**src/rtl/dcpid_pkg.sv**
```systemverilog
// ----------------------------------------------------------------------------
// dcpid_pkg
// Shared widths, constants, register indexes, state codes and unit status
// type for the DC motor PID drive.
// ----------------------------------------------------------------------------
package dcpid_pkg;

    localparam int POS_W       = 12;
    localparam int ELAPSED_W   = 16;
    localparam int GAIN_W      = 16;
    localparam int ERR_W       = 13;
    localparam int DIFF_W      = 14;
    localparam int PROD_W      = 30;
    localparam int INTEG_W     = 48;
    localparam int ACC_W       = 64;
    localparam int CTRL_W      = 32;
    localparam int DUTY_W      = 8;
    localparam int ZCNT_W      = 5;
    localparam int CFG_INDEX_W = 3;
    localparam int CFG_DATA_W  = 16;
    localparam int SCALE_W     = 18;
    localparam int NUM_W       = 39;
    localparam int DERIV_QW    = 13;
    localparam int DUTY_QW     = 8;
    localparam int FRAC_BITS   = 8;
    localparam int IN_DATA_W   = 32;
    localparam int OUT_DATA_W  = 48;

    localparam logic [DUTY_W-1:0]  MIN_DUTY   = 8'd50;
    localparam logic [DUTY_W-1:0]  FULL_DUTY  = 8'd255;
    localparam logic [NUM_W-1:0]   DUTY_SPAN  = 39'd205;
    localparam logic [NUM_W-1:0]   DUTY_SATQ  = 39'd206;
    localparam logic [ZCNT_W-1:0]  ZCNT_MAX   = 5'd31;

    localparam logic signed [INTEG_W-1:0] INTEG_MAX = 48'sh7FFF_FFFF_FFFF;
    localparam logic signed [INTEG_W-1:0] INTEG_MIN = 48'sh8000_0000_0000;
    localparam logic signed [CTRL_W-1:0]  CTRL_MAX  = 32'sh7FFF_FFFF;
    localparam logic signed [CTRL_W-1:0]  CTRL_MIN  = 32'sh8000_0000;

    localparam logic [GAIN_W-1:0] KP_RESET     = 16'd2304;
    localparam logic [GAIN_W-1:0] KI_RESET     = 16'd0;
    localparam logic [GAIN_W-1:0] KD_RESET     = 16'd0;
    localparam logic [POS_W-1:0]  TARGET_RESET = 12'd950;
    localparam logic [POS_W-1:0]  BAND_RESET   = 12'd10;
    localparam logic [POS_W-1:0]  LOW_RESET    = 12'd100;
    localparam logic [POS_W-1:0]  HIGH_RESET   = 12'd3000;

    localparam int SETTLE_COUNT_DEF = 20;

    typedef enum logic [CFG_INDEX_W-1:0] {
        CFG_KP         = 3'd0,
        CFG_KI         = 3'd1,
        CFG_KD         = 3'd2,
        CFG_TARGET     = 3'd3,
        CFG_DEAD_BAND  = 3'd4,
        CFG_LOW_LIMIT  = 3'd5,
        CFG_HIGH_LIMIT = 3'd6
    } cfg_index_t;

    typedef enum logic [3:0] {
        S_IDLE,
        S_PREP,
        S_INTEG,
        S_KP,
        S_KI,
        S_KD,
        S_SAT,
        S_BAND,
        S_NUM,
        S_CMP,
        S_DUTY,
        S_OUT
    } state_t;

    typedef struct packed {
        logic busy;
        logic done;
    } unit_status_t;

endpackage

```
**src/rtl/dc_motor_pid_drive.sv**
```systemverilog
// ----------------------------------------------------------------------------
// dc_motor_pid_drive
// Position PID controller with deadband, safety window and PWM/direction
// mapping for a DC motor driver, built around a bit-serial multiplier and
// two bit-serial dividers.
//
// Channel   Dir  Handshake                 Payload
// s_axis    in   s_axis_tvalid/tready      tdata: position_sample, elapsed_ms
// m_axis    out  m_axis_tvalid/tready      tdata: control_value, pwm_duty,
//                                          drive_a, drive_b, limit_fault,
//                                          move_done
// cfg       in   cfg_valid/cfg_ready       cfg_index, cfg_data
//
// The block takes one item at a time and is not ready for another until it
// has returned to idle. The multiplier works through the three gains, one gain
// bit a cycle; the duty divider and the glue stages add to this.
// The derivative divider runs alongside the proportional pass.
// After reset the block accepts an item at once. A result that is not taken
// holds the block in its final step until the output register frees up.
// ----------------------------------------------------------------------------
module dc_motor_pid_drive
    import dcpid_pkg::*;
#(
    parameter int SETTLE_COUNT = SETTLE_COUNT_DEF
)
(
    input  logic                   clk,
    input  logic                   rst_n,
    input  logic                   s_axis_tvalid,
    output logic                   s_axis_tready,
    // [11:0] position_sample, [27:12] elapsed_ms, [31:28] zero
    input  logic [IN_DATA_W-1:0]   s_axis_tdata,
    output logic                   m_axis_tvalid,
    input  logic                   m_axis_tready,
    // [31:0] control_value, [39:32] pwm_duty, [40] drive_a, [41] drive_b,
    // [42] limit_fault, [43] move_done, [47:44] zero
    output logic [OUT_DATA_W-1:0]  m_axis_tdata,
    input  logic                   cfg_valid,
    output logic                   cfg_ready,
    input  logic [CFG_INDEX_W-1:0] cfg_index,
    input  logic [CFG_DATA_W-1:0]  cfg_data
);

    state_t state_reg;
    state_t state_next;

    logic [GAIN_W-1:0] kp_reg;
    logic [GAIN_W-1:0] ki_reg;
    logic [GAIN_W-1:0] kd_reg;
    logic [POS_W-1:0]  target_reg;
    logic [POS_W-1:0]  band_reg;
    logic [POS_W-1:0]  low_reg;
    logic [POS_W-1:0]  high_reg;

    logic [POS_W-1:0]            sample_reg;
    logic [ELAPSED_W-1:0]        elapsed_reg;
    logic signed [ERR_W-1:0]     err_reg;
    logic signed [ERR_W-1:0]     last_err_reg;
    logic signed [INTEG_W-1:0]   integ_reg;
    logic signed [INTEG_W-1:0]   integ_next;
    logic signed [PROD_W-1:0]    prod_reg;
    logic                        diff_neg_reg;
    logic signed [CTRL_W-1:0]    u_reg;
    logic signed [CTRL_W-1:0]    u_next;
    logic signed [CTRL_W-1:0]    ctrl_reg;
    logic [CTRL_W-1:0]           mag_reg;
    logic [NUM_W-1:0]            num_reg;
    logic [SCALE_W-1:0]          scale_reg;
    logic [SCALE_W-1:0]          scale_next;
    logic                        sat_reg;
    logic [ZCNT_W-1:0]           zcnt_reg;
    logic [ZCNT_W-1:0]           zcnt_next;
    logic                        m_valid_reg;
    logic [OUT_DATA_W-1:0]       m_data_reg;
    logic [OUT_DATA_W-1:0]       m_data_next;

    logic                        in_accept;
    logic                        mac_start;
    logic                        mac_clear;
    logic [GAIN_W-1:0]           mac_gain;
    logic signed [ACC_W-1:0]     mac_operand;
    logic signed [ACC_W-1:0]     mac_acc;
    unit_status_t                mac_st;
    logic                        deriv_start;
    logic [DERIV_QW-1:0]         deriv_q;
    unit_status_t                deriv_st;
    logic                        duty_start;
    logic [DUTY_QW-1:0]          duty_q;
    unit_status_t                duty_st;
    logic                        out_load;

    logic signed [DIFF_W-1:0]    diff_w;
    logic [DIFF_W-1:0]           diff_abs;
    logic signed [PROD_W-1:0]    prod_w;
    logic signed [INTEG_W:0]     integ_sum;
    logic signed [DIFF_W-1:0]    deriv_w;
    logic [CTRL_W-1:0]           mag_w;
    logic                        in_band;
    logic [SCALE_W+7:0]          kp_scaled;
    logic                        fault;
    logic                        zero_ctrl;
    logic [DUTY_W-1:0]           duty;
    logic                        drive_a;
    logic                        drive_b;
    logic                        move_done;

    assign cfg_ready     = 1'b1;
    assign in_accept     = s_axis_tvalid && s_axis_tready;
    assign m_axis_tvalid = m_valid_reg;
    assign m_axis_tdata  = m_data_reg;

    always_ff @(posedge clk or negedge rst_n)
    begin
        if (!rst_n)
        begin
            kp_reg     <= KP_RESET;
            ki_reg     <= KI_RESET;
            kd_reg     <= KD_RESET;
            target_reg <= TARGET_RESET;
            band_reg   <= BAND_RESET;
            low_reg    <= LOW_RESET;
            high_reg   <= HIGH_RESET;
        end
        else if (cfg_valid && cfg_ready)
        begin
            unique case (cfg_index_t'(cfg_index))
                CFG_KP:         kp_reg     <= cfg_data;
                CFG_KI:         ki_reg     <= cfg_data;
                CFG_KD:         kd_reg     <= cfg_data;
                CFG_TARGET:     target_reg <= cfg_data[POS_W-1:0];
                CFG_DEAD_BAND:  band_reg   <= cfg_data[POS_W-1:0];
                CFG_LOW_LIMIT:  low_reg    <= cfg_data[POS_W-1:0];
                CFG_HIGH_LIMIT: high_reg   <= cfg_data[POS_W-1:0];
                default:        ;
            endcase
        end
    end

    always_comb
    begin
        state_next    = state_reg;
        s_axis_tready = 1'b0;
        mac_start     = 1'b0;
        mac_clear     = 1'b0;
        mac_gain      = kp_reg;
        mac_operand   = ACC_W'(err_reg);
        deriv_start   = 1'b0;
        duty_start    = 1'b0;
        out_load      = 1'b0;
        unique case (state_reg)
            S_IDLE:
            begin
                s_axis_tready = 1'b1;
                if (s_axis_tvalid)
                begin
                    state_next = S_PREP;
                end
            end
            S_PREP:
            begin
                state_next = S_INTEG;
            end
            S_INTEG:
            begin
                mac_start   = 1'b1;
                mac_clear   = 1'b1;
                deriv_start = 1'b1;
                state_next  = S_KP;
            end
            S_KP:
            begin
                mac_gain    = ki_reg;
                mac_operand = ACC_W'(integ_reg);
                if (mac_st.done)
                begin
                    mac_start  = 1'b1;
                    state_next = S_KI;
                end
            end
            S_KI:
            begin
                mac_gain    = kd_reg;
                mac_operand = ACC_W'(deriv_w);
                if (mac_st.done)
                begin
                    mac_start  = 1'b1;
                    state_next = S_KD;
                end
            end
            S_KD:
            begin
                if (mac_st.done)
                begin
                    state_next = S_SAT;
                end
            end
            S_SAT:
            begin
                state_next = S_BAND;
            end
            S_BAND:
            begin
                state_next = S_NUM;
            end
            S_NUM:
            begin
                state_next = S_CMP;
            end
            S_CMP:
            begin
                duty_start = 1'b1;
                state_next = S_DUTY;
            end
            S_DUTY:
            begin
                if (duty_st.done)
                begin
                    state_next = S_OUT;
                end
            end
            S_OUT:
            begin
                if (!m_valid_reg || m_axis_tready)
                begin
                    out_load   = 1'b1;
                    state_next = S_IDLE;
                end
            end
            default:
            begin
                state_next = S_IDLE;
            end
        endcase
    end

    always_ff @(posedge clk or negedge rst_n)
    begin
        if (!rst_n)
        begin
            state_reg <= S_IDLE;
        end
        else
        begin
            state_reg <= state_next;
        end
    end

    assign diff_w   = {err_reg[ERR_W-1], err_reg} - {last_err_reg[ERR_W-1], last_err_reg};
    assign diff_abs = diff_w[DIFF_W-1] ? (-diff_w) : diff_w;
    assign prod_w   = err_reg * $signed({1'b0, elapsed_reg});
    assign integ_sum = {integ_reg[INTEG_W-1], integ_reg}
                     + {{(INTEG_W+1-PROD_W){prod_reg[PROD_W-1]}}, prod_reg};

    always_comb
    begin
        integ_next = integ_sum[INTEG_W-1:0];
        if (integ_sum[INTEG_W] != integ_sum[INTEG_W-1])
        begin
            integ_next = integ_sum[INTEG_W] ? INTEG_MIN : INTEG_MAX;
        end
    end

    always_comb
    begin
        deriv_w = $signed({1'b0, deriv_q});
        if (elapsed_reg == '0)
        begin
            deriv_w = '0;
        end
        else if (diff_neg_reg)
        begin
            deriv_w = -$signed({1'b0, deriv_q});
        end
    end

    always_comb
    begin
        u_next = mac_acc[CTRL_W+FRAC_BITS-1:FRAC_BITS];
        if (!((&mac_acc[ACC_W-1:CTRL_W+FRAC_BITS-1]) ||
              !(|mac_acc[ACC_W-1:CTRL_W+FRAC_BITS-1])))
        begin
            u_next = mac_acc[ACC_W-1] ? CTRL_MIN : CTRL_MAX;
        end
    end

    assign mag_w      = u_reg[CTRL_W-1] ? (~u_reg + CTRL_W'(1)) : u_reg;
    assign in_band    = mag_w < CTRL_W'(band_reg);
    assign kp_scaled  = {kp_reg, 10'b0} - (SCALE_W+8)'(kp_reg);
    assign scale_next = kp_scaled[SCALE_W+7:FRAC_BITS];

    always_ff @(posedge clk or negedge rst_n)
    begin
        if (!rst_n)
        begin
            integ_reg    <= '0;
            last_err_reg <= '0;
        end
        else if (state_reg == S_INTEG)
        begin
            integ_reg    <= integ_next;
            last_err_reg <= err_reg;
        end
    end

    always_ff @(posedge clk)
    begin
        if (in_accept)
        begin
            sample_reg  <= s_axis_tdata[POS_W-1:0];
            elapsed_reg <= s_axis_tdata[POS_W+ELAPSED_W-1:POS_W];
            err_reg     <= $signed({1'b0, target_reg}) - $signed({1'b0, s_axis_tdata[POS_W-1:0]});
        end
        if (state_reg == S_PREP)
        begin
            prod_reg <= prod_w;
        end
        if (state_reg == S_INTEG)
        begin
            diff_neg_reg <= diff_w[DIFF_W-1];
        end
        if (state_reg == S_SAT)
        begin
            u_reg <= u_next;
        end
        if (state_reg == S_BAND)
        begin
            ctrl_reg <= in_band ? '0 : u_reg;
            mag_reg  <= in_band ? '0 : mag_w;
        end
        if (state_reg == S_NUM)
        begin
            num_reg   <= NUM_W'(mag_reg) * DUTY_SPAN;
            scale_reg <= scale_next;
        end
        if (state_reg == S_CMP)
        begin
            sat_reg <= num_reg >= (NUM_W'(scale_reg) * DUTY_SATQ);
        end
    end

    dcpid_serial_mac #(
        .MUL_W (GAIN_W),
        .SUM_W (ACC_W)
    ) u_mac (
        .clk          (clk),
        .rst_n        (rst_n),
        .start        (mac_start),
        .clear        (mac_clear),
        .multiplier   (mac_gain),
        .multiplicand (mac_operand),
        .acc          (mac_acc),
        .status       (mac_st)
    );

    dcpid_serial_div #(
        .QW (DERIV_QW),
        .DW (ELAPSED_W)
    ) u_deriv_div (
        .clk      (clk),
        .rst_n    (rst_n),
        .start    (deriv_start),
        .rem_init ('0),
        .dividend (diff_abs[DERIV_QW-1:0]),
        .divisor  (elapsed_reg),
        .quotient (deriv_q),
        .status   (deriv_st)
    );

    dcpid_serial_div #(
        .QW (DUTY_QW),
        .DW (SCALE_W)
    ) u_duty_div (
        .clk      (clk),
        .rst_n    (rst_n),
        .start    (duty_start),
        .rem_init (num_reg[SCALE_W+DUTY_QW-1:DUTY_QW]),
        .dividend (num_reg[DUTY_QW-1:0]),
        .divisor  (scale_reg),
        .quotient (duty_q),
        .status   (duty_st)
    );

    assign fault     = (sample_reg < low_reg) || (sample_reg > high_reg);
    assign zero_ctrl = (ctrl_reg == '0);
    assign duty      = (fault || zero_ctrl || sat_reg) ? FULL_DUTY : (MIN_DUTY + duty_q);
    assign drive_a   = !fault && !zero_ctrl && ctrl_reg[CTRL_W-1];
    assign drive_b   = !fault && !zero_ctrl && !ctrl_reg[CTRL_W-1];
    assign zcnt_next = (zero_ctrl && (zcnt_reg != ZCNT_MAX)) ? (zcnt_reg + ZCNT_W'(1)) : zcnt_reg;
    assign move_done = zcnt_next > ZCNT_W'(SETTLE_COUNT);
    assign m_data_next = {4'b0000, move_done, fault, drive_b, drive_a, duty, ctrl_reg};

    always_ff @(posedge clk or negedge rst_n)
    begin
        if (!rst_n)
        begin
            zcnt_reg <= '0;
        end
        else if (cfg_valid && cfg_ready && (cfg_index_t'(cfg_index) == CFG_TARGET))
        begin
            zcnt_reg <= '0;
        end
        else if (out_load)
        begin
            zcnt_reg <= zcnt_next;
        end
    end

    always_ff @(posedge clk or negedge rst_n)
    begin
        if (!rst_n)
        begin
            m_valid_reg <= 1'b0;
        end
        else if (out_load)
        begin
            m_valid_reg <= 1'b1;
        end
        else if (m_axis_tready)
        begin
            m_valid_reg <= 1'b0;
        end
    end

    always_ff @(posedge clk)
    begin
        if (out_load)
        begin
            m_data_reg <= m_data_next;
        end
    end

`ifndef SYNTHESIS
    a_deriv_ready: assert property (@(posedge clk) disable iff (!rst_n)
        (state_reg == S_KI && mac_st.done) |-> !deriv_st.busy)
        else $error("derivative quotient not ready when the kd pass starts");

    a_out_from_final: assert property (@(posedge clk) disable iff (!rst_n)
        $rose(m_axis_tvalid) |-> $past(state_reg == S_OUT))
        else $error("result presented outside the final step");

    a_one_direction: assert property (@(posedge clk) disable iff (!rst_n)
        m_axis_tvalid |-> !(m_axis_tdata[40] && m_axis_tdata[41]))
        else $error("both direction lines high");

    a_drive_duty: assert property (@(posedge clk) disable iff (!rst_n)
        (m_axis_tvalid && (m_axis_tdata[40] || m_axis_tdata[41]))
            |-> (m_axis_tdata[39:32] >= MIN_DUTY))
        else $error("driven output with duty below the minimum");

    a_zero_stops: assert property (@(posedge clk) disable iff (!rst_n)
        (out_load && zero_ctrl) |=> (m_axis_tdata[39:32] == FULL_DUTY))
        else $error("zero control value did not stop the motor");
`endif

endmodule

```
**src/rtl/dcpid_serial_div.sv**
```systemverilog
// ----------------------------------------------------------------------------
// dcpid_serial_div
// Restoring divider that retires one quotient bit per cycle, starting from a
// preloaded partial remainder that must be below the divisor.
// ----------------------------------------------------------------------------
module dcpid_serial_div
    import dcpid_pkg::*;
#(
    parameter int QW = DUTY_QW,
    parameter int DW = SCALE_W
)
(
    input  logic          clk,
    input  logic          rst_n,
    input  logic          start,
    input  logic [DW-1:0] rem_init,
    input  logic [QW-1:0] dividend,
    input  logic [DW-1:0] divisor,
    output logic [QW-1:0] quotient,
    output unit_status_t  status
);

    localparam int CNT_W = (QW > 1) ? $clog2(QW) : 1;
    localparam logic [CNT_W-1:0] LAST = CNT_W'(QW - 1);

    logic [DW-1:0]    rem_reg;
    logic [DW-1:0]    rem_next;
    logic [QW-1:0]    quo_reg;
    logic [QW-1:0]    quo_next;
    logic [CNT_W-1:0] cnt_reg;
    logic [CNT_W-1:0] cnt_next;
    logic             busy_reg;
    logic             busy_next;
    logic [DW+1:0]    trial;
    logic             last;

    assign last  = busy_reg && (cnt_reg == LAST);
    assign trial = {1'b0, rem_reg, quo_reg[QW-1]} - {2'b00, divisor};

    always_comb
    begin
        rem_next  = rem_reg;
        quo_next  = quo_reg;
        cnt_next  = cnt_reg;
        busy_next = busy_reg;
        if (start)
        begin
            rem_next  = rem_init;
            quo_next  = dividend;
            cnt_next  = '0;
            busy_next = 1'b1;
        end
        else if (busy_reg)
        begin
            if (trial[DW+1])
            begin
                rem_next = {rem_reg[DW-2:0], quo_reg[QW-1]};
                quo_next = {quo_reg[QW-2:0], 1'b0};
            end
            else
            begin
                rem_next = trial[DW-1:0];
                quo_next = {quo_reg[QW-2:0], 1'b1};
            end
            cnt_next  = cnt_reg + CNT_W'(1);
            busy_next = !last;
        end
    end

    always_ff @(posedge clk or negedge rst_n)
    begin
        if (!rst_n)
        begin
            cnt_reg  <= '0;
            busy_reg <= 1'b0;
        end
        else
        begin
            cnt_reg  <= cnt_next;
            busy_reg <= busy_next;
        end
    end

    always_ff @(posedge clk)
    begin
        rem_reg <= rem_next;
        quo_reg <= quo_next;
    end

    assign quotient    = quo_reg;
    assign status.busy = busy_reg;
    assign status.done = last;

endmodule

```
**src/rtl/dcpid_serial_mac.sv**
```systemverilog
// ----------------------------------------------------------------------------
// dcpid_serial_mac
// Bit-serial multiply-accumulate: an unsigned gain is consumed one bit per
// cycle while a signed multiplicand shifts left into a wide accumulator.
// ----------------------------------------------------------------------------
module dcpid_serial_mac
    import dcpid_pkg::*;
#(
    parameter int MUL_W = GAIN_W,
    parameter int SUM_W = ACC_W
)
(
    input  logic                    clk,
    input  logic                    rst_n,
    input  logic                    start,
    input  logic                    clear,
    input  logic [MUL_W-1:0]        multiplier,
    input  logic signed [SUM_W-1:0] multiplicand,
    output logic signed [SUM_W-1:0] acc,
    output unit_status_t            status
);

    localparam int CNT_W = (MUL_W > 1) ? $clog2(MUL_W) : 1;
    localparam logic [CNT_W-1:0] LAST = CNT_W'(MUL_W - 1);

    logic signed [SUM_W-1:0] acc_reg;
    logic signed [SUM_W-1:0] acc_next;
    logic signed [SUM_W-1:0] mcand_reg;
    logic signed [SUM_W-1:0] mcand_next;
    logic [MUL_W-1:0]        mplier_reg;
    logic [MUL_W-1:0]        mplier_next;
    logic [CNT_W-1:0]        cnt_reg;
    logic [CNT_W-1:0]        cnt_next;
    logic                    busy_reg;
    logic                    busy_next;
    logic                    last;

    assign last = busy_reg && (cnt_reg == LAST);

    always_comb
    begin
        acc_next    = acc_reg;
        mcand_next  = mcand_reg <<< 1;
        mplier_next = mplier_reg >> 1;
        cnt_next    = cnt_reg;
        busy_next   = busy_reg;
        if (busy_reg)
        begin
            if (mplier_reg[0])
            begin
                acc_next = acc_reg + mcand_reg;
            end
            cnt_next  = cnt_reg + CNT_W'(1);
            busy_next = !last;
        end
        if (start)
        begin
            if (clear)
            begin
                acc_next = '0;
            end
            mcand_next  = multiplicand;
            mplier_next = multiplier;
            cnt_next    = '0;
            busy_next   = 1'b1;
        end
    end

    always_ff @(posedge clk or negedge rst_n)
    begin
        if (!rst_n)
        begin
            cnt_reg  <= '0;
            busy_reg <= 1'b0;
        end
        else
        begin
            cnt_reg  <= cnt_next;
            busy_reg <= busy_next;
        end
    end

    always_ff @(posedge clk)
    begin
        acc_reg    <= acc_next;
        mcand_reg  <= mcand_next;
        mplier_reg <= mplier_next;
    end

    assign acc         = acc_reg;
    assign status.busy = busy_reg;
    assign status.done = last;

endmodule
```
**config.mk**
```make
export PLATFORM = sky130hd
export DESIGN_NAME = dc_motor_pid_drive
export DESIGN_NICKNAME = d
export VERILOG_FILES = /design/src/rtl/dcpid_pkg.sv /design/src/rtl/dc_motor_pid_drive.sv /design/src/rtl/dcpid_serial_div.sv /design/src/rtl/dcpid_serial_mac.sv
export SDC_FILE = /design/constraint.sdc
export NUM_CORES = 2
export LEC_CHECK = 0
export BUFFER_PORTS_ARGS = -buffer_cell sky130_fd_sc_hd__buf_4
export CAP_MARGIN = 20
export CORE_AREA = 2 2 356 252
export CTS_CLUSTER_SIZE = 30
export DETAILED_ROUTE_END_ITERATION = 8
export DIE_AREA = 0 0 358 254
export GPL_TIMING_DRIVEN = 0
export PLACE_DENSITY = 0.76
export SLEW_MARGIN = 20
export SYNTH_ARGS = -nofsm -noshare
export SYNTH_HDL_FRONTEND = slang
export SYNTH_HIERARCHICAL = 1
export SYNTH_SLANG_ARGS = --single-unit
```
**constraint.sdc**
```tcl
create_clock -name clk -period 14.3 [get_ports clk]
set_input_delay 4.29 -clock clk [delete_from_list [all_inputs] [get_ports clk]]
set_output_delay 4.29 -clock clk [all_outputs]
set_load 0.01 [all_outputs]
```
==> impl_metrics.yaml <==
critical_path:
  crit_buf_inv: 5
  crit_fanout: 10
  critPathArrivalTime_ns: 8.07
  cpMostUsedCell: "fa_1"
  critPathKind: "reg -> reg"
  path_cells: "clkbuf_1 > clkbuf_1 > nand2_1 > fa_1 > inv_1 > fa_1 > fa_1 > inv_1 > fa_1 > fa_1 > inv_1 > ha_1 > ha_1 > o21ai_0 > o21ai_0 > a2111oi_0 > o31a_1 > o21ai_0 > o31a_1 > o21a_1 > nor2_1 > o21ai_0 > xor2_1"
  slowest_stage: "a2111oi_0"
  required_ns: 14.67
  start_kind: "flop"
  end_kind: "flop"
  crit_family: "adder cells"
  cpPeakStageDelay_ns: 0.79
outcome:
  outcome: "finished, final reports clean"
route:
  drtPass1Iterations: 6
  wl_per_cell_microns: 19.8
  drtAntennaViolNets: 0
  drtIter0Drc: 3449
  viasPerCell: 5.93
  drcViolationCount: 0
  vias: 39768
  routed_wl_microns: 133000
yosys:
  yosysWarnings: 6
  synth_cells: 5293
  syn_area_per_cell_sq_um: 9.83
  netlist_area_sq_um: 52000
flow_run:
  maxCapViolations: 0
timing:
  finalSetupViolations: 0
  fin_crit_sh: 0.538
  hold_viol_final: 0
  min_period_ns: 7.70
  max_freq_mhz: 130
  fin_tns_setup_ns: 0
  relSlewSlack: 0.272
  drv_slew: 0
  clock_skew_ns: 0.0230
  worst_slew_pin_slew_ns: 1.09
  rsz0062_at_grt: "false"
floorplanning:
  core-area_sq_um: 87400
  start_util: 0.595
  die_w_microns: 358
  fp-row-count: 91
  die_height_microns: 254
  die_area_sq_um: 90900
  ioPinCount: 107
cts:
  root_buffer: "clkbuf_16"
  cts_tree: "yes"
  cts_hold_buf: 0
  cts.sinks: 649
  cts_resized: 0
  cts_buffer_depth: 3
  path_clk_slew_ns: 0.07
  htreeDepth: 3
  insertion_delay_ns: 0.63
  postCtsSetupBuffers: 0
  cts_made_buffers: 68
placed_design:
  globalplace.congestion: 0.941
  io_buffer_count: 95
  dpl.hpwl_microns: 105000
global_routing:
  grt_use_total: 0.296
  grt_pass1_vias: 39044
  antenna_found_initial: 5
  grt_max_degree: 66
  grt-ovfl-total: 0
  grt_pass1_wl_microns: 214000
worst_hold_path:
  hp-class: "reg -> reg"
layout:
  final_layout_size_suffix_gt1_frac: 0.0984
  fin_nets: 6361
  n_fill_cell: 6877
  area_delta_synth_final_pct: 9.18
[path summary, 6_finish.rpt]
check	from	cells past startpoint	end	slack [ns]
max reg2reg	err_reg[2]$_DFFE_PP_	23	prod_reg[28]$_DFFE_PP_	6.60
min reg2reg	ctrl_reg[9]$_SDFFCE_PN0P_	0	m_axis_tdata[9]$_DFFE_PP_	0.46
min	ctrl_reg[9]$_SDFFCE_PN0P_	0	m_axis_tdata[9]$_DFFE_PP_	0.46
max in group asynchronous	rst_n	2	target_reg[9]$_DFFE_PN1P_	9.96
min in group asynchronous	rst_n	1	u_deriv_div/cnt_reg[1]$_DFFE_PN0P_	3.61
max	err_reg[2]$_DFFE_PP_	23	prod_reg[28]$_DFFE_PP_	6.60
[layout by cell type (no fill, tap or decap), types with 23 or more instances in the layout]
cell type	n
mux2_2	168
nand2_1	526
nor4_1	43
dfxtp_1	144
a31oi_1	29
a211oi_1	36
a21oi_1	273
and2_1	129
o21a_1	41
nor3_1	52
a22oi_1	23
inv_1	560
clkbuf_16	71
maj3_1	45
edfxtp_1	324
xnor2_1	165
nand3_1	50
buf_2	25
xor2_1	127
a21o_1	183
fa_1	278
and3_1	30
buf_4	115
o21ai_0	301
o31ai_1	28
nand4_1	66
nor2b_1	49
nor2_1	192
nand2b_1	64
ha_1	534
clkbuf_1	190
o21bai_1	42
dfrtp_1	160
[routing by layer]
metal / share of wire / up-vias / routed length [microns] / global-route usage
met5: 0 / - / 0 / 0
met2: 0.44 / 1405 / 58500 / 0.456
li1: - / 18878 / - / -
met1: 0.46 / 19279 / 61000 / 0.435
met4: 0.025 / 0 / 3370 / 0.0789
met3: 0.076 / 206 / 10100 / 0.0475
[area by class of cell]
cell class	instances	area [sq um]	share of cell area
inverter	562	2110	0.0372
clock buffer	82	1830	0.0322
antenna	2	5.00	0.0000881
clock inverter	41	404	0.00712
tap	1162	1450	0.0256
timing repair buffer	111	951	0.0167
buffer	235	1010	0.0178
sequential	649	17200	0.302
multi-input combinational	3866	31900	0.561
[through the flow]
stage | setup slack [ns] | util | hold WS (ns) | cells | instance area, sq um
after global placement | 5.76 | 0.620 | 0.436 | 6569 | 54200
after floorplan | 7.15 | - | 0.427 | 5312 | 52100
after global routing | 6.17 | 0.649 | 0.471 | 6709 | 56800
after CTS | 6.72 | 0.649 | 0.461 | 6708 | 56800
after detailed placement | 6.74 | 0.624 | 0.442 | 6585 | 54500
final | 6.60 | 0.649 | 0.457 | 6710 | 56800
Power is left out: the tool's default activity adds up to more than one toggle a clock period on the data nets, which glitch-free logic cannot reach.
